## src/sv/bmma_pkg.sv

```systemverilog
`timescale 1ns / 1ps
// ----------------------------------------------------------------------------
// Block MAC package
// Operation codes, queue sizes and the result side-band type shared by the
// front end, the back end and the result queue.
// ----------------------------------------------------------------------------
package bmma_pkg;

   localparam int OP_W        = 3;
   localparam int POS_W       = 3;
   localparam int CFG_W       = 4;
   localparam int CFG_RESET   = 8;

   localparam int QUEUE_DEPTH = 2;
   localparam int Q_PTR_W     = $clog2(QUEUE_DEPTH);
   localparam int Q_CNT_W     = $clog2(QUEUE_DEPTH + 1);

   localparam int OUT_DEPTH   = 4;
   localparam int OUT_PTR_W   = $clog2(OUT_DEPTH);
   localparam int OUT_CNT_W   = $clog2(OUT_DEPTH + 1);

   typedef enum logic [OP_W-1:0] {
      OP_LOAD_A = 3'd0,
      OP_LOAD_B = 3'd1,
      OP_MAC    = 3'd2,
      OP_READ   = 3'd3,
      OP_CLEAR  = 3'd4
   } op_type;

   typedef struct packed {
      logic [POS_W-1:0] row;
      logic [POS_W-1:0] col;
      logic             last;
   } rsp_meta_type;

endpackage

```

## src/sv/bmma_if.sv

```systemverilog
`timescale 1ns / 1ps
// ----------------------------------------------------------------------------
// Block MAC channel interfaces
// Request channel carrying commands and load words, response channel
// carrying C elements of a read-out run.
// ----------------------------------------------------------------------------
interface bmma_req_if #(
   parameter int DATA_WIDTH = 16
);
   logic                         valid;
   logic                         ready;
   logic [2:0]                   operation;
   logic [2:0]                   row;
   logic [2:0]                   col;
   logic signed [DATA_WIDTH-1:0] value;

   modport source (output valid, operation, row, col, value, input ready);
   modport sink   (input valid, operation, row, col, value, output ready);
endinterface


```

## src/sv/bmma_front.sv

```systemverilog
`timescale 1ns / 1ps
// ----------------------------------------------------------------------------
// Block MAC front end
// Accepts request words, drops unknown codes and out-of-range loads, and
// queues the rest as commands for the back end.
// ----------------------------------------------------------------------------
module bmma_front #(
   parameter int  MAX_BLOCK  = 8,
   parameter int  DATA_WIDTH = 16,
   localparam int CELLS      = MAX_BLOCK * MAX_BLOCK,
   localparam int AW         = (CELLS > 1) ? $clog2(CELLS) : 1
) (
   input  logic                         clock,
   input  logic                         reset,
   bmma_req_if.sink                     req,
   output logic                         cmd_valid,
   input  logic                         cmd_ready,
   output bmma_pkg::op_type             cmd_kind,
   output logic [AW-1:0]                cmd_addr,
   output logic signed [DATA_WIDTH-1:0] cmd_value
);
   import bmma_pkg::*;

   op_type                       q_kind_ff  [QUEUE_DEPTH];
   logic [AW-1:0]                q_addr_ff  [QUEUE_DEPTH];
   logic signed [DATA_WIDTH-1:0] q_value_ff [QUEUE_DEPTH];
   logic [Q_PTR_W-1:0]           wr_ptr_ff, wr_ptr_in;
   logic [Q_PTR_W-1:0]           rd_ptr_ff, rd_ptr_in;
   logic [Q_CNT_W-1:0]           cnt_ff, cnt_in;

   op_type        op;
   logic          in_range;
   logic          keep;
   logic          push;
   logic          pop;
   logic [AW-1:0] addr;

   assign op       = op_type'(req.operation);
   assign in_range = (int'(req.row) < MAX_BLOCK) && (int'(req.col) < MAX_BLOCK);
   assign addr     = AW'(int'(req.row) * MAX_BLOCK + int'(req.col));

   always_comb begin
      case (op)
         OP_LOAD_A, OP_LOAD_B:      keep = in_range;
         OP_MAC, OP_READ, OP_CLEAR: keep = 1'b1;
         default:                   keep = 1'b0;
      endcase
   end

   assign req.ready = (int'(cnt_ff) != QUEUE_DEPTH);
   assign push      = req.valid && req.ready && keep;
   assign cmd_valid = (cnt_ff != '0);
   assign pop       = cmd_valid && cmd_ready;

   assign cmd_kind  = q_kind_ff[rd_ptr_ff];
   assign cmd_addr  = q_addr_ff[rd_ptr_ff];
   assign cmd_value = q_value_ff[rd_ptr_ff];

   always_comb begin
      wr_ptr_in = wr_ptr_ff;
      rd_ptr_in = rd_ptr_ff;
      cnt_in    = cnt_ff;
      if (push) begin
         wr_ptr_in = (int'(wr_ptr_ff) == QUEUE_DEPTH - 1) ? '0 : wr_ptr_ff + 1'b1;
      end
      if (pop) begin
         rd_ptr_in = (int'(rd_ptr_ff) == QUEUE_DEPTH - 1) ? '0 : rd_ptr_ff + 1'b1;
      end
      if (push && !pop) begin
         cnt_in = cnt_ff + 1'b1;
      end else if (pop && !push) begin
         cnt_in = cnt_ff - 1'b1;
      end
   end

   always_ff @(posedge clock) begin
      if (reset) begin
         wr_ptr_ff <= '0;
         rd_ptr_ff <= '0;
         cnt_ff    <= '0;
      end else begin
         wr_ptr_ff <= wr_ptr_in;
         rd_ptr_ff <= rd_ptr_in;
         cnt_ff    <= cnt_in;
      end
   end

   always_ff @(posedge clock) begin
      if (push) begin
         q_kind_ff[wr_ptr_ff]  <= op;
         q_addr_ff[wr_ptr_ff]  <= addr;
         q_value_ff[wr_ptr_ff] <= req.value;
      end
   end

endmodule

```

## src/flat_wrapper.sv

```systemverilog
// flat-port wrapper written by rule: the top's interface ports become plain ports
module bmma_front_flat import bmma_pkg::*;
#(
   parameter int  MAX_BLOCK  = 8,
   parameter int  DATA_WIDTH = 16,
   localparam int CELLS      = MAX_BLOCK * MAX_BLOCK,
   localparam int AW         = (CELLS > 1) ? $clog2(CELLS) : 1
)
  (clock, reset, cmd_valid, cmd_ready, cmd_kind, cmd_addr, cmd_value, req_valid, req_operation, req_row, req_col, req_value, req_ready);
  bmma_req_if #(.DATA_WIDTH(DATA_WIDTH)) req_i ();
  input  logic clock;
  input  logic reset;
  output logic cmd_valid;
  input  logic cmd_ready;
  output bmma_pkg::op_type cmd_kind;
  output logic [AW-1:0] cmd_addr;
  output logic signed [DATA_WIDTH-1:0] cmd_value;
  input wire logic [$bits(req_i.valid)-1:0] req_valid;
  input wire logic [$bits(req_i.operation)-1:0] req_operation;
  input wire logic [$bits(req_i.row)-1:0] req_row;
  input wire logic [$bits(req_i.col)-1:0] req_col;
  input wire logic [$bits(req_i.value)-1:0] req_value;
  output wire logic [$bits(req_i.ready)-1:0] req_ready;
  assign req_i.valid = req_valid;
  assign req_i.operation = req_operation;
  assign req_i.row = req_row;
  assign req_i.col = req_col;
  assign req_i.value = req_value;
  assign req_ready = req_i.ready;
  bmma_front #(.MAX_BLOCK(MAX_BLOCK), .DATA_WIDTH(DATA_WIDTH)) u_core (.clock(clock), .reset(reset), .req(req_i), .cmd_valid(cmd_valid), .cmd_ready(cmd_ready), .cmd_kind(cmd_kind), .cmd_addr(cmd_addr), .cmd_value(cmd_value));
endmodule
```

## config.mk

```make
export PLATFORM = sky130hd
export DESIGN_NAME = bmma_front_flat
export DESIGN_NICKNAME = d
export VERILOG_FILES = /design/src/sv/bmma_pkg.sv /design/src/sv/bmma_if.sv /design/src/sv/bmma_front.sv /design/src/flat_wrapper.sv
export SDC_FILE = /design/constraint.sdc
export NUM_CORES = 1
export LEC_CHECK = 0
export ABC_AREA = 1
export ABC_CLOCK_PERIOD_IN_PS = 4350
export BUFFER_PORTS_ARGS = -buffer_cell sky130_fd_sc_hd__clkbuf_2
export CAP_MARGIN = 10
export CORE_MARGIN = 1.5
export CORE_UTILIZATION = 45
export DETAILED_ROUTE_END_ITERATION = 16
export PLACE_DENSITY = 0.81
export SLEW_MARGIN = 20
export SYNTH_ARGS = -nofsm -noshare
export SYNTH_HDL_FRONTEND = slang
export SYNTH_SLANG_ARGS = --single-unit
```

## constraint.sdc

```tcl
create_clock -name clock -period 4.35 [get_ports clock]
set_input_delay 0 -clock clock [delete_from_list [all_inputs] [get_ports clock]]
set_output_delay 0 -clock clock [all_outputs]
set_load 0.005 [all_outputs]
```

==> reports/qor.csv <==
metric,value,unit
average cell area after synthesis,18.3,um2
Root Driver,clkbuf_8,
max_cap viols,0,
vias,1237,
Layout area overhead,30.3,%
"Clk Latency, worst-skew pair",0.30,ns
Worst path top cell family by delay,buffers and inverters,
Worst Setup Start Kind,flip-flop,
WS Path Type,reg -> reg,
first-pass GRT wire length,5.49,mm
share of layout cells above drive strength 1,44.0,%
register area,1600,um2
number of library cell types mapped by synthesis,17,
slowest cell on the critical path,inv_1,
flop-to-flop setup slack,2.61,ns
Hold WS,0.108,ns
setup violators final,0,
CTS tree,yes,
multiplexer share of the synthesized area,16.4,%
"Seq/Total Area, Yosys",73.6,%
Worst VDD drop,0.000235,V
clk slew on worst S/H paths,0.08,ns
Ports,56,
Yosys reg bits,55,
status,"complete, no violations",
dpl hpwl,2.15,mm
slew of the pin with the lowest slew margin,0.968,ns
hold_sp,req_valid,
Worst Clk Skew,0.00381,ns
Ys Warns,0,
Sum Neg Setup Slack,0,ns
area of the mapped netlist,2170,um2
clock tree sinks,55,
Pre-antenna DRT Iters,4,
Clock Path Buffers,2,
GR Util met2,26.9,%
Compound-Gate Fraction of Synth Area,1.15,%
max-slew violations,0,
initial antenna violation count,0,
Port Buffers,55,
crit share post-route,40.0,%
met1 Usage GRT,15.5,%
gr busiest metal,met2,
Overflow after GRT,0,
Worst setup EP type,flip-flop,
pre-CTS setup slack,2.57,ns
fmax,574,MHz
Synth Instances,119,
hold path endpoint,u_core.wr_ptr_ff$_SDFFE_PP0P_,
CP Max Fanout,25,
CP Data Required Time,4.27,ns
diodes inserted,0,
Routed Antenna Nets,0,
Tmin final,1.74,ns
post-synthesis xor/xnor area fraction,0,%
RSZ-0062 raised after global routing,no,
GR Util met3,4.58,%
Pleak,1.16,nW
Fin. Hold Viols,0,
Setup Buffers After CTS,0,
DRT Wirelength,3.54,mm
Initial Utilization,46.3,%
GPL Wtd Cong,0.677,
DR vias/cell,4.74,
largest net degree at the start of global routing,26,
setup ws final,2.61,ns
largest family of logic cells by synthesized area,multiplexers,
worst path bufs/invs,2,
CTS Buf Count,5,
max_slew headroom,35.4,%
"Data arrival, critical path",1.66,ns
reg2reg end,u_core.q_value_ff[1][9]$_DFFE_PP_,
reg-to-reg startpoint,u_core.cnt_ff[0]$_SDFFE_PP0P_,
NumNets Final,237,
Die Ht,72.5,um
footprint of the multi-input gates,500,um2
vias in the first global route,1237,
Synth Net Count,149,
H-tree depth,2,
residual DRC count,0,
gr usage total,14.4,%
Die ar.,5260,um2
Simple-Gate Fraction of Synth Area,4.66,%
row count,25,
filler instances,356,
cells along the critical path,inv_2 > a21oi_1 > nand3_1 > inv_1,
Power Dens Cells,427,nW/um2
post-synthesis adder-cell area fraction,0.575,%
reg2reg path depth,4,
Worst Hold Depth,6,
Min-Delay Path Class,in -> reg,
Die X-Extent,72.5,um
area of the core,4690,um2
wire length per cell,13.6,um
crit-path max cell delay,0.72,ns
DR iter-0 viols,46,
[cells in the final DEF, fill, tap and decap left out, types with 2 or more instances in the layout]
| cell | n |
|---|---|
| a21oi_1 | 3 |
| nand2_1 | 9 |
| edfxtp_1 | 50 |
| dfxtp_1 | 5 |
| dlygate4sd3_1 | 27 |
| clkbuf_8 | 5 |
| mux2_2 | 5 |
| clkbuf_2 | 55 |
| buf_4 | 2 |
| nand3_1 | 2 |
| o21ai_0 | 2 |
| nor2_1 | 9 |
| mux2_4 | 20 |
| inv_1 | 6 |
[metal layers]
metal / share of wire, % / wire length (um) / vias to the layer above
met4: 1.2 / 44 / 0
met1: 41 / 1460 / 586
met2: 53 / 1870 / 38
met3: 4.7 / 167 / 5
met5: 0 / 0 / -
li1: - / - / 608
[synth_stat cells, drive strengths merged]
master | n | area (um2)
o21ai | 2 | 10.0
nand3b | 1 | 7.51
inv | 7 | 26.3
dfxtp | 5 | 100
edfxtp | 50 | 1500
mux2 | 25 | 357
nor3 | 1 | 5.00
a21oi | 3 | 15.0
nand3 | 2 | 10.0
nor2 | 9 | 33.8
nand2 | 10 | 45.0
ha | 1 | 12.5
buf | 3 | 51.3
[report_power, final]
part           internal (mW)  switching (mW)
sequential             0.634          0.0170
combinational          0.166           0.139
clock                  0.107           0.146
[per-stage QoR]
| stage | area [um2] | total power [mW] | utilization (%) | instances |
|---|---|---|---|---|
| after detailed placement | 2490 | 0.954 | 53.0 | 227 |
| final | 2830 | 1.21 | 60.4 | 261 |
| after floorplan | 2170 | 0.873 | - | 119 |
| after global placement | 2490 | 0.945 | 53.0 | 227 |
| after CTS | 2830 | 1.22 | 60.4 | 261 |
| after global routing | 2830 | 1.27 | 60.4 | 261 |
[worst reg2reg max path: cells and delay by family (launching register included)]
family	cells	cell delay [ns]
buffers and inverters	2	0.79
DFF	1	0.35
AOI/OAI and AO/OA	1	0.13
and+or+nand+nor	1	0.10
[state kept, by name (all words and copies together) (netlist names), named ones only]
signal	cells
u_core.q_value_ff	32
u_core.rd_ptr_ff	1
u_core.wr_ptr_ff	1
u_core.q_addr_ff	12
u_core.cnt_ff	2
u_core.q_kind_ff	6
[cell families after synthesis]
| group | after synthesis |
|---|---|
| multiplexers | 25 |
| AO/OA/AOI/OAI | 5 |
| flip-flops | 55 |
| buffers and inverters | 10 |
| AND/OR/NAND/NOR | 23 |
| adder cells (fa/ha/maj) | 1 |
[final cells by class]
class	count	share of cell area [%]
flip-flops and latches	55	56.5
multi-input cells	54	17.7
clock inverters	2	0.309
inverters	7	0.927
clock buffers	5	2.43
well taps	54	2.38
repair buffers	84	19.8
[timing repair]
action | CTS | global route
hold buffers | 27 | 0
hold endpoints to repair | 55 | 0
resized for setup | 0 | 0
[worst max path at each step]
stage                                   from                            endpoint  slack (ns)  cells after the start
5_1_grt                     req_operation[0]  u_core.q_value_ff[1][10]$_DFFE_PP_        2.43                      5
3_3_place_gp   u_core.cnt_ff[0]$_SDFFE_PP0P_  u_core.q_value_ff[1][14]$_DFFE_PP_        2.65                      4
6_report       u_core.cnt_ff[0]$_SDFFE_PP0P_   u_core.q_value_ff[1][9]$_DFFE_PP_        2.61                      4
4_1_cts        u_core.cnt_ff[0]$_SDFFE_PP0P_  u_core.q_value_ff[1][10]$_DFFE_PP_        2.56                      4
2_1_floorplan  u_core.cnt_ff[0]$_SDFFE_PP0P_    u_core.q_addr_ff[0][0]$_DFFE_PP_        1.64                      4
3_5_place_dp   u_core.cnt_ff[0]$_SDFFE_PP0P_   u_core.q_value_ff[1][2]$_DFFE_PP_        2.57                      4
(Power assumes the default switching activity.)
