[config.mk]
export PLATFORM = sky130hd
export DESIGN_NAME = bmma_rsp_fifo_flat
export DESIGN_NICKNAME = d
export VERILOG_FILES = /design/src/sv/bmma_pkg.sv /design/src/sv/bmma_if.sv /design/src/sv/bmma_rsp_fifo.sv /design/src/flat_wrapper.sv
export SDC_FILE = /design/constraint.sdc
export NUM_CORES = 1
export LEC_CHECK = 0
export ABC_AREA = 1
export BUFFER_PORTS_ARGS = -buffer_cell sky130_fd_sc_hd__buf_2
export CAP_MARGIN = 20
export CORE_MARGIN = 2
export CORE_UTILIZATION = 50
export CTS_BUF_LIST = sky130_fd_sc_hd__clkbuf_8
export CTS_CLUSTER_DIAMETER = 200
export DETAILED_ROUTE_END_ITERATION = 8
export PLACE_DENSITY = 0.72
export SLEW_MARGIN = 5
export SYNTH_ARGS = -nofsm -noshare
export SYNTH_HDL_FRONTEND = slang
export SYNTH_SLANG_ARGS = --single-unit
[constraint.sdc]
create_clock -name clock -period 4.9 [get_ports clock]
set_input_delay 0.49 -clock clock [delete_from_list [all_inputs] [get_ports clock]]
set_output_delay 0.49 -clock clock [all_outputs]
set_load 0.005 [all_outputs]
[src/sv/bmma_pkg.sv]
`timescale 1ns / 1ps
// ----------------------------------------------------------------------------
// Block MAC package
// Operation codes, queue sizes and the result side-band type shared by the
// front end, the back end and the result queue.
// ----------------------------------------------------------------------------
package bmma_pkg;

   localparam int OP_W        = 3;
   localparam int POS_W       = 3;
   localparam int CFG_W       = 4;
   localparam int CFG_RESET   = 8;

   localparam int QUEUE_DEPTH = 2;
   localparam int Q_PTR_W     = $clog2(QUEUE_DEPTH);
   localparam int Q_CNT_W     = $clog2(QUEUE_DEPTH + 1);

   localparam int OUT_DEPTH   = 4;
   localparam int OUT_PTR_W   = $clog2(OUT_DEPTH);
   localparam int OUT_CNT_W   = $clog2(OUT_DEPTH + 1);

   typedef enum logic [OP_W-1:0] {
      OP_LOAD_A = 3'd0,
      OP_LOAD_B = 3'd1,
      OP_MAC    = 3'd2,
      OP_READ   = 3'd3,
      OP_CLEAR  = 3'd4
   } op_type;

   typedef struct packed {
      logic [POS_W-1:0] row;
      logic [POS_W-1:0] col;
      logic             last;
   } rsp_meta_type;

endpackage

[src/sv/bmma_if.sv]


interface bmma_rsp_if #(
   parameter int ACC_WIDTH = 48
);
   logic                        valid;
   logic                        ready;
   logic [2:0]                  out_row;
   logic [2:0]                  out_col;
   logic signed [ACC_WIDTH-1:0] out_value;
   logic                        last;

   modport source (output valid, out_row, out_col, out_value, last, input ready);
   modport sink   (input valid, out_row, out_col, out_value, last, output ready);
endinterface

[src/sv/bmma_rsp_fifo.sv]
`timescale 1ns / 1ps
// ----------------------------------------------------------------------------
// Block MAC result queue
// Short queue between the C read port and the response channel; reports its
// fill level so the back end only issues reads that have room.
// ----------------------------------------------------------------------------
module bmma_rsp_fifo #(
   parameter int ACC_WIDTH = 48
) (
   input  logic                           clock,
   input  logic                           reset,
   input  logic                           push,
   input  bmma_pkg::rsp_meta_type         push_meta,
   input  logic signed [ACC_WIDTH-1:0]    push_value,
   output logic [bmma_pkg::OUT_CNT_W-1:0] level,
   bmma_rsp_if.source                     rsp
);
   import bmma_pkg::*;

   rsp_meta_type                meta_ff  [OUT_DEPTH];
   logic signed [ACC_WIDTH-1:0] value_ff [OUT_DEPTH];
   logic [OUT_PTR_W-1:0]        wr_ptr_ff, wr_ptr_in;
   logic [OUT_PTR_W-1:0]        rd_ptr_ff, rd_ptr_in;
   logic [OUT_CNT_W-1:0]        cnt_ff, cnt_in;
   logic                        pop;

   assign level         = cnt_ff;
   assign rsp.valid     = (cnt_ff != '0);
   assign pop           = rsp.valid && rsp.ready;
   assign rsp.out_row   = meta_ff[rd_ptr_ff].row;
   assign rsp.out_col   = meta_ff[rd_ptr_ff].col;
   assign rsp.last      = meta_ff[rd_ptr_ff].last;
   assign rsp.out_value = value_ff[rd_ptr_ff];

   always_comb begin
      wr_ptr_in = wr_ptr_ff;
      rd_ptr_in = rd_ptr_ff;
      cnt_in    = cnt_ff;
      if (push) begin
         wr_ptr_in = (int'(wr_ptr_ff) == OUT_DEPTH - 1) ? '0 : wr_ptr_ff + 1'b1;
      end
      if (pop) begin
         rd_ptr_in = (int'(rd_ptr_ff) == OUT_DEPTH - 1) ? '0 : rd_ptr_ff + 1'b1;
      end
      if (push && !pop) begin
         cnt_in = cnt_ff + 1'b1;
      end else if (pop && !push) begin
         cnt_in = cnt_ff - 1'b1;
      end
   end

   always_ff @(posedge clock) begin
      if (reset) begin
         wr_ptr_ff <= '0;
         rd_ptr_ff <= '0;
         cnt_ff    <= '0;
      end else begin
         wr_ptr_ff <= wr_ptr_in;
         rd_ptr_ff <= rd_ptr_in;
         cnt_ff    <= cnt_in;
      end
   end

   always_ff @(posedge clock) begin
      if (push) begin
         meta_ff[wr_ptr_ff]  <= push_meta;
         value_ff[wr_ptr_ff] <= push_value;
      end
   end

endmodule

[src/flat_wrapper.sv]
// flat-port wrapper written by rule: the top's interface ports become plain ports
module bmma_rsp_fifo_flat import bmma_pkg::*;
#(
   parameter int ACC_WIDTH = 48
)
  (clock, reset, push, push_meta, push_value, level, rsp_valid, rsp_out_row, rsp_out_col, rsp_out_value, rsp_last, rsp_ready);
  bmma_rsp_if #(.ACC_WIDTH(ACC_WIDTH)) rsp_i ();
  input  logic clock;
  input  logic reset;
  input  logic push;
  input  bmma_pkg::rsp_meta_type push_meta;
  input  logic signed [ACC_WIDTH-1:0] push_value;
  output logic [bmma_pkg::OUT_CNT_W-1:0] level;
  output wire logic [$bits(rsp_i.valid)-1:0] rsp_valid;
  output wire logic [$bits(rsp_i.out_row)-1:0] rsp_out_row;
  output wire logic [$bits(rsp_i.out_col)-1:0] rsp_out_col;
  output wire logic [$bits(rsp_i.out_value)-1:0] rsp_out_value;
  output wire logic [$bits(rsp_i.last)-1:0] rsp_last;
  input wire logic [$bits(rsp_i.ready)-1:0] rsp_ready;
  assign rsp_valid = rsp_i.valid;
  assign rsp_out_row = rsp_i.out_row;
  assign rsp_out_col = rsp_i.out_col;
  assign rsp_out_value = rsp_i.out_value;
  assign rsp_last = rsp_i.last;
  assign rsp_i.ready = rsp_ready;
  bmma_rsp_fifo #(.ACC_WIDTH(ACC_WIDTH)) u_core (.clock(clock), .reset(reset), .push(push), .push_meta(push_meta), .push_value(push_value), .level(level), .rsp(rsp_i));
endmodule
==> summary.md, run 1 <==
Dividing the detail-routed via count by the number of cells gives 5.45. The area of the die was 18300 sq um; the arrival time reported for the critical path endpoint was 2730 ps. In this run the remaining antenna-violating nets after routing total 0.

After synthesis the cells add up to 8620 sq um. Synthesis produced a netlist whose cell count is 595. During I/O placement, the number of pins put on the boundary was 118. For this run, the post-layout net count is 790. The initial antenna violation count is 1.

The number of hold buffers added after CTS was 0. The wire-length estimate of the detail-placed layout is 9390 um. The tools report the capturing element type of the critical path as a primary output. Timing analysis after detailed placement gives a worst setup slack of 2170 ps. The warning count from the yosys run is 0, and the average wire per cell in the routed design is 18.0 um. The overall power is 4.80 mW. The top cell types in the final layout, fill and taps aside, are edfxtp_1 (220), nor2_1 (119), buf_2 (117). For this block, the routed nets add up to 17600 um of wire. STA puts the critical path data required time at 4410 ps. The first global-routing pass estimated 27000 um of wire. The average instance in the mapped netlist occupies 14.5 sq um.

The synthesized design contains 229 register bits. The post-synthesis sequential area ratio is 0.787, and the post-cts repair resize count is 0. The worst register-to-register path begins at u_core.wr_ptr_ff[0]. The worst register-to-register path has a depth of 4. The endpoint identified for the worst register-to-register timing path is u_core.value_ff[3][26].

In this run the standard cell core region covers 17100 sq um. The post-route clock skew was 14.0 ps. The H-tree was split into 2 levels. Area growth from synthesis to layout: 16.4%. Counting the fill cells in the layout gives 1331. The number of nets in the synthesized netlist is 661. The final max-slew violation count was 0; the horizontal die dimension was 135 um. TritonCTS created 37 clock buffers. Timing would allow up to 310 MHz.

In this run the power density over the cells is 479 nW/um^2. The floorplan has 48 rows. Setup repair after global routing left no endpoint under its margin.

Summing all placed instances gives a cell area of 9320 sq um. Max-cap violations in this run came to 0. The number of sinks handled by clock tree synthesis was 229; the time the final worst path needs with I/O delays and setup was 3220 ps.

The antenna diode instance count was 0. Most frequent standard cell in the layout excluding fill and tap cells: edfxtp_1. Global routing finished with a remaining overflow of 0. The run gives 0 as the setup-violating endpoint count in the final report. Counting distinct cell types in the post-synthesis netlist gives 20.

Of all nets on the critical path, the largest fanout is 56. The proportion of layout cells with a drive suffix above 1 works out to 0.246. The routed layout has 5308 vias.

The die boundary height was 135 um. After layout, the worst setup slack is 1680 ps. The tools report the reg-to-reg setup timing slack as 2830 ps. The tools report the number of iterations in the first detailed-routing pass as 4. TritonCTS built the clock tree. In the routed design, unresolved DRC markers number 0. The logs give 0 ps for the setup TNS and 10000 sq um for the design area. Summed over all cells, the static leakage comes to 3.62 nW. The critical path launch point type was a flip-flop.

The flow ran to the end, and the final reports show no timing, DRC or antenna violations. The ratio of final minimum period to clock period is 0.657. Hold timing on the final database bottoms out at a slack of 162 ps.

IR analysis of the VDD net gives a maximum drop of 0.328 mV. The clock reaches the later pin of the worst-skew pair after 510 ps. Following the worst setup path forward leads to its endpoint at rsp_out_value[0]. The number of DRC violations after detailed-routing iteration 0 was 280; the number of buffers added on ports was 117. After clock tree synthesis, the setup repair step added 0 buffers. The worst slew slack as a fraction of its limit was 0.274; the clock slew seen by the registers of the worst setup and hold paths was 60 ps. Type of the worst setup path: reg2out.

The tools report the maximum number of pins on one net before global-route repair as 111. The count of endpoints failing hold in the final timing report came out at 0. The initial cell density of the core is 0.505, and the final RePlAce weighted congestion is 0.723.

For the pin with the worst max-slew slack, the measured transition is 1090 ps. The class of the most critical hold timing path was in2reg. The logs give 5334 for the number of global-route vias before repair and 3 for the maximum count of clock buffers along a single path. The tree is rooted in a clkbuf_8. The run gives 0.193 as the total track usage.
## layout make-up
type                       instances  area, sq um  share of cell area
inverter                          16         61.3             0.00611
timing repair buffer             125          666              0.0664
multi-input combinational        315         1540               0.154
clock inverter                    23          123              0.0122
clock buffer                      41          564              0.0563
tap                              225          282              0.0281
sequential                       229         6790               0.677
## how the worst min path moves through the flow
stage / cells past startpoint / from / to / slack (ps)
after detailed placement: 1 / u_core.level[0] / u_core.level[0] / 510
final: 2 / reset / u_core.wr_ptr_ff[0] / 160
after CTS: 2 / reset / u_core.wr_ptr_ff[0] / 130
after global placement: 1 / u_core.level[0] / u_core.level[0] / 500
after global routing: 2 / reset / u_core.wr_ptr_ff[0] / 150
after floorplan: 2 / u_core.rd_ptr_ff[1] / flip-flop / 480
## flip-flops by register name (all words and copies together), names as in the netlist, named ones only
name,cells
u_core.rd_ptr_ff,2
u_core.wr_ptr_ff,2
u_core.meta_ff,28
u_core.value_ff,192
u_core.level,3
## kinds of logic after synthesis
logic type / after synthesis / synth area share
AO/OA/AOI/OAI: 172 / 0.108
adder cells (fa/ha/maj): 7 / 0.0110
buffers and inverters: 51 / 0.0337
flip-flops: 229 / 0.787
AND/OR/NAND/NOR: 136 / 0.0602
## where the power goes
group          switching, mW  leakage (nW)  internal [mW]
combinational          0.644          1.14          0.374
sequential            0.0335          2.10           2.25
clock                  0.680         0.391          0.818
## metal layers
metal	global-route usage	part of all wire	vias to the layer above
met4	0.0596	0.014	2
met5	0	0.00074	-
li1	-	-	2492
met3	0.0561	0.068	29
met1	0.240	0.41	2605
met2	0.327	0.50	180
## per-stage QoR
stage | utilization | std cells
4_1_cts | 0.586 | 973
6_report | 0.588 | 974
5_1_grt | 0.588 | 974
2_1_floorplan | - | 595
3_5_place_dp | 0.546 | 909
3_3_place_gp | 0.546 | 909
## synthesized netlist by cell type, drive strengths merged
| cell | n | share of area |
|---|---|---|
| a21oi | 4 | 0.0023 |
| buf | 17 | 0.019 |
| clkbuf | 18 | 0.0078 |
| dfxtp | 9 | 0.021 |
| edfxtp | 220 | 0.77 |
| fa | 1 | 0.0023 |
| ha | 6 | 0.0087 |
| inv | 16 | 0.0070 |
| nand2 | 13 | 0.0057 |
| nand3 | 1 | 0.00058 |
| nand3b | 1 | 0.00087 |
| nand4 | 1 | 0.00073 |
| nor2 | 119 | 0.052 |
| nor3 | 1 | 0.00058 |
| o21ai | 113 | 0.066 |
| o22ai | 55 | 0.040 |
## worst max-delay path, stage by stage, from the launching register on
cell and delay (ps):
dfxtp_2 310, buf_4 310, inv_2 860, o21ai_0 310, o22ai_1 250, buf_2 160
Note: power is estimated with default switching activity, not from simulation.
==> run 2, diff against run 1 <==
--- a/config.mk
+++ b/config.mk
@@ -5,7 +5,7 @@
 export SDC_FILE = /design/constraint.sdc
 export NUM_CORES = 1
 export LEC_CHECK = 0
-export ABC_AREA = 1
+export ABC_AREA = 0
 export BUFFER_PORTS_ARGS = -buffer_cell sky130_fd_sc_hd__buf_2
 export CAP_MARGIN = 20
 export CORE_MARGIN = 2
@@ -13,7 +13,7 @@
 export CTS_BUF_LIST = sky130_fd_sc_hd__clkbuf_8
 export CTS_CLUSTER_DIAMETER = 200
 export DETAILED_ROUTE_END_ITERATION = 8
-export PLACE_DENSITY = 0.72
+export PLACE_DENSITY = 0.75
 export SLEW_MARGIN = 5
 export SYNTH_ARGS = -nofsm -noshare
 export SYNTH_HDL_FRONTEND = slang
==> constraint.sdc (replaced) <==
create_clock -name clock -period 2.6 [get_ports clock]
set_input_delay 0.26 -clock clock [delete_from_list [all_inputs] [get_ports clock]]
set_output_delay 0.26 -clock clock [all_outputs]
set_load 0.005 [all_outputs]
==> run 2 against run 1 <==
  * Sequential cell count unchanged
  * First-iteration DRC count down 21%
  * Via count fell by 23%
  * Final area increased by 5.2%
  * Clock skew down 0.86 ps
  * Critical endpoint is now rsp_out_col[0]
  * Global-route usage decreased by 1.7 points
  * Non-clock buffer count grew 61
  * Combinational power up 49%
  * Synthesized area fell by 1.9%
  * Cell count shrank 19%
==> summary.md, run 2 <==
The flow ran to the end, and the final reports show no timing, DRC or antenna violations. Most frequent standard cell in the layout excluding fill and tap cells: edfxtp_1. The worst register-to-register path begins at u_core.level[0].

The tree built by TritonCTS fans out to 229 sinks. The warning count from the yosys run is 0, and the post-synth design cell area is 8460 sq um. The number of DRC violations after detailed-routing iteration 0 was 220; the top-area cell type share of the netlist area was 0.781. The number of antenna diodes in the final layout is 0.

In the layout the commonest cells are edfxtp_1 (220), buf_2 (117), dlygate4sd3_1 (55). For the reg-to-reg setup timing slack, the log shows 480 ps. The startpoint identified for the worst hold timing path is reset.

The post-synthesis xor/xnor area fraction is 0.00207. The synthesized-area fraction occupied by and/or/nand/nor cells came out at 0.00873. At the later pin of the worst-skew pair, clock insertion delay measures 500 ps.

The initial antenna violation count was 0. In this run the mean area of a mapped cell was 25.6 sq um. The routed wire length came out at 15100 um.

The tools report the area of the die as 18000 sq um. TritonCTS built the clock tree. After layout, the design draws a total of 8.58 mW.

The adder-cell area share of the yosys netlist works out to 0.0112. Setup TNS: 0 ps. Data on the critical path is required at its endpoint by 2340 ps. The most used flip-flop cell after synthesis is edfxtp_1. The number of cells after detailed placement is 670, and the mux contribution to synthesized area is 0.152. Dividing the detail-routed via count by the number of cells gives 5.20.

Along the worst hold path, the cell count comes to 2. The endpoint identified for the worst register-to-register timing path is u_core.level[2]. Area growth from synthesis to layout: 24.7%.

Clock-pin slew was measured on the worst setup and hold paths at 60 ps. The number of flip-flops under the largest register name was 192. For this run, the post-layout net count is 609. Clock skew on the completed layout was measured at 13.2 ps. The remaining antenna violation count is 0, and the worst slack on hold paths is 43.1 ps. Most used standard cell by instance count after synthesis: edfxtp_1. After filler insertion, the fill cell instance count of the layout stands at 1174. For the remaining routing DRC violations, the log shows 0. The worst hold endpoint is u_core.wr_ptr_ff[1]. The run gives 0.510 as the initial cell density of the core. The root buffer cell chosen for the clock tree is clkbuf_8. The tools report the arrival time reported for the critical path endpoint as 2110 ps. Counting flops with a built-in enable in the synthesized netlist gives 220. The average wire per cell in the routed design was 19.3 um; the setup-violating endpoint count in the final report was 0.

Port buffering added 117 buffers. The count of endpoints failing hold in the final timing report was 0; the placement row count was 47. The number of gates resized after CTS was 0. Ratio of final minimum period to clock period: 0.913. Setup repair after global routing left no endpoint under its margin.

In this run the horizontal extent of the chip is 134 um. The critical path launch point type is a flip-flop. The final max-slew violation count was 0; the total track usage was 0.175. The count of placed standard cells in the final layout, fillers left out came out at 785. Across the run, the number of max-cap violations was 0.

For the maximum count of clock buffers along a single path, the log shows 3. Counting both buffers and inverters, the worst setup path holds a total of 2. For the pin with the worst max-slew slack, the measured transition is 446 ps. Of all cell types, the one taking the most synthesized area is edfxtp_1.

The critical path goes through buf_12, mux4_1, buf_2. For this design, the slowest cell found on the critical path is dfxtp_4. The time the final worst path needs with I/O delays and setup is 2370 ps. The H-tree was split into 2 levels.

Of all nets on the critical path, the largest fanout is 20. The number of global-route vias before repair is 4513. u_core.value_ff holds more flip-flops than any other register.

The congestion estimate from routability-driven global placement came to 0.739. For this design the ratio of total power to cell area is 813 nW/um^2. Once layout is done, the placed cells without fillers occupy 10600 sq um. The worst slew slack as a fraction of its limit came out at 0.703. Once placement finished, the instance area stood at 9370 sq um.

The number of iterations in the first detailed-routing pass came out at 4. The boundary pin count was 118; the top achievable clock speed was 421 MHz. The async set-reset flop share out of synthesis is 0, and the post-synthesis register bit count is 229.

Summed over all layers, the global routing overflow is 0. Family with the most delay on the worst path: flip-flops. Measured along the y axis, the die boundary spans 134 um. The global-route wire length before repair is 23800 um. The critical path's largest stage delay came out at 620 ps.

By area, the combinational part of the netlist is dominated by multiplexers. The leakage component of the power was 3.72 nW; the area fraction in compound gates after synthesis was 0.00488. The routed layout has 4082 vias. The post-synthesis sequential area ratio came out at 0.802. After synthesis, the cell types taking the most area are edfxtp_1 (78%), mux4_2 (13%), dfxtp_1 (2.1%). The class of the most critical hold timing path was in2reg.

The proportion of layout cells with a drive suffix above 1 was 0.404. For the maximum number of pins on one net before global-route repair, the log shows 42. VDD sags by at most 0.553 mV. The tools report the number of unique standard cell types used by synthesis as 21. The worst-case reg-to-reg path depth was 7; the clock buffer count from CTS was 36. Sorting the synthesized cells by how often they occur yields edfxtp_1 (220), mux4_2 (50), dfxtp_1 (9), ha_1 (6).

The type of the worst setup path is reg2out. The worst setup path is captured at a primary output. After technology mapping, the gate count stands at 331. For the post-DP HPWL, the log shows 9170 um.

The region available for standard cell placement spans 16600 sq um. The number of nets in the synthesized netlist is 397.
==> run 2: cell types whose count changed in the layout (fill, tap and decap cells not counted), sizes merged, moves of 10 or more <==
cell         change
clkinv          -10
dlygate4sd3     +55
mux4            +55
nor2           -114
o22ai           -55
nand2           -12
o21ai          -112
==> run 2: cells by family after synthesis <==
kind of cell,after synthesis
xor gates and xnor gates,2
adders and majority gates,7
and+or+nand+nor,14
DFF,229
buffers and inverters,16
muxes,58
AOI/OAI and AO/OA,5
==> run 2: power by group <==
group | total (mW) | switching [mW] | internal [mW] | leakage (nW)
Clock | 2.67 | 1.23 | 1.44 | 0.394
Combinational | 1.52 | 0.636 | 0.889 | 1.23
Sequential | 4.38 | 0.151 | 4.23 | 2.10
==> run 2: cell type report <==
| type | count | area (sq um) | area share |
|---|---|---|---|
| clock buffer | 38 | 523 | 0.0496 |
| clock inverter | 22 | 110 | 0.0104 |
| inverter | 4 | 15.0 | 0.00142 |
| multi-input combinational | 86 | 1520 | 0.144 |
| sequential | 229 | 6790 | 0.644 |
| tap | 220 | 275 | 0.0261 |
| timing repair buffer | 186 | 1320 | 0.125 |
==> run 2: worst max-delay path by stage <==
stage / from / end / slack [ps] / cells past startpoint
floorplan: u_core.wr_ptr_ff[0] / u_core.meta_ff[3][0] / 330 / 2
global placement: u_core.level[0] / u_core.level[2] / 590 / 7
detailed placement: u_core.level[0] / u_core.level[2] / 510 / 7
CTS: flip-flop / rsp_out_col[0] / 140 / 3
global route: flip-flop / rsp_out_col[0] / 70 / 3
finish: flip-flop / rsp_out_col[0] / 230 / 3
==> run 2: per-stage QoR <==
step | setup WS (ps) | util
floorplan | 327 | -
detailed placement | 510 | 0.565
CTS | 139 | 0.636
global route | 69.3 | 0.636
finish | 227 | 0.636
global placement | 592 | 0.565
==> run 2: repair_timing <==
action | 4_1_cts | 5_1_grt
hold endpoints to repair | 220 | 0
hold buffers | 55 | 0
endpoints found under the setup margin | 0 | 0
setup buffers | 0 | 0
==> run 2: per-layer routing <==
metal  track usage  vias up  share of wire
met5             0        -              0
met3        0.0454       35          0.054
met1         0.222     2090           0.41
li1              -     1837              -
met2         0.296      120           0.51
met4        0.0626        0          0.021
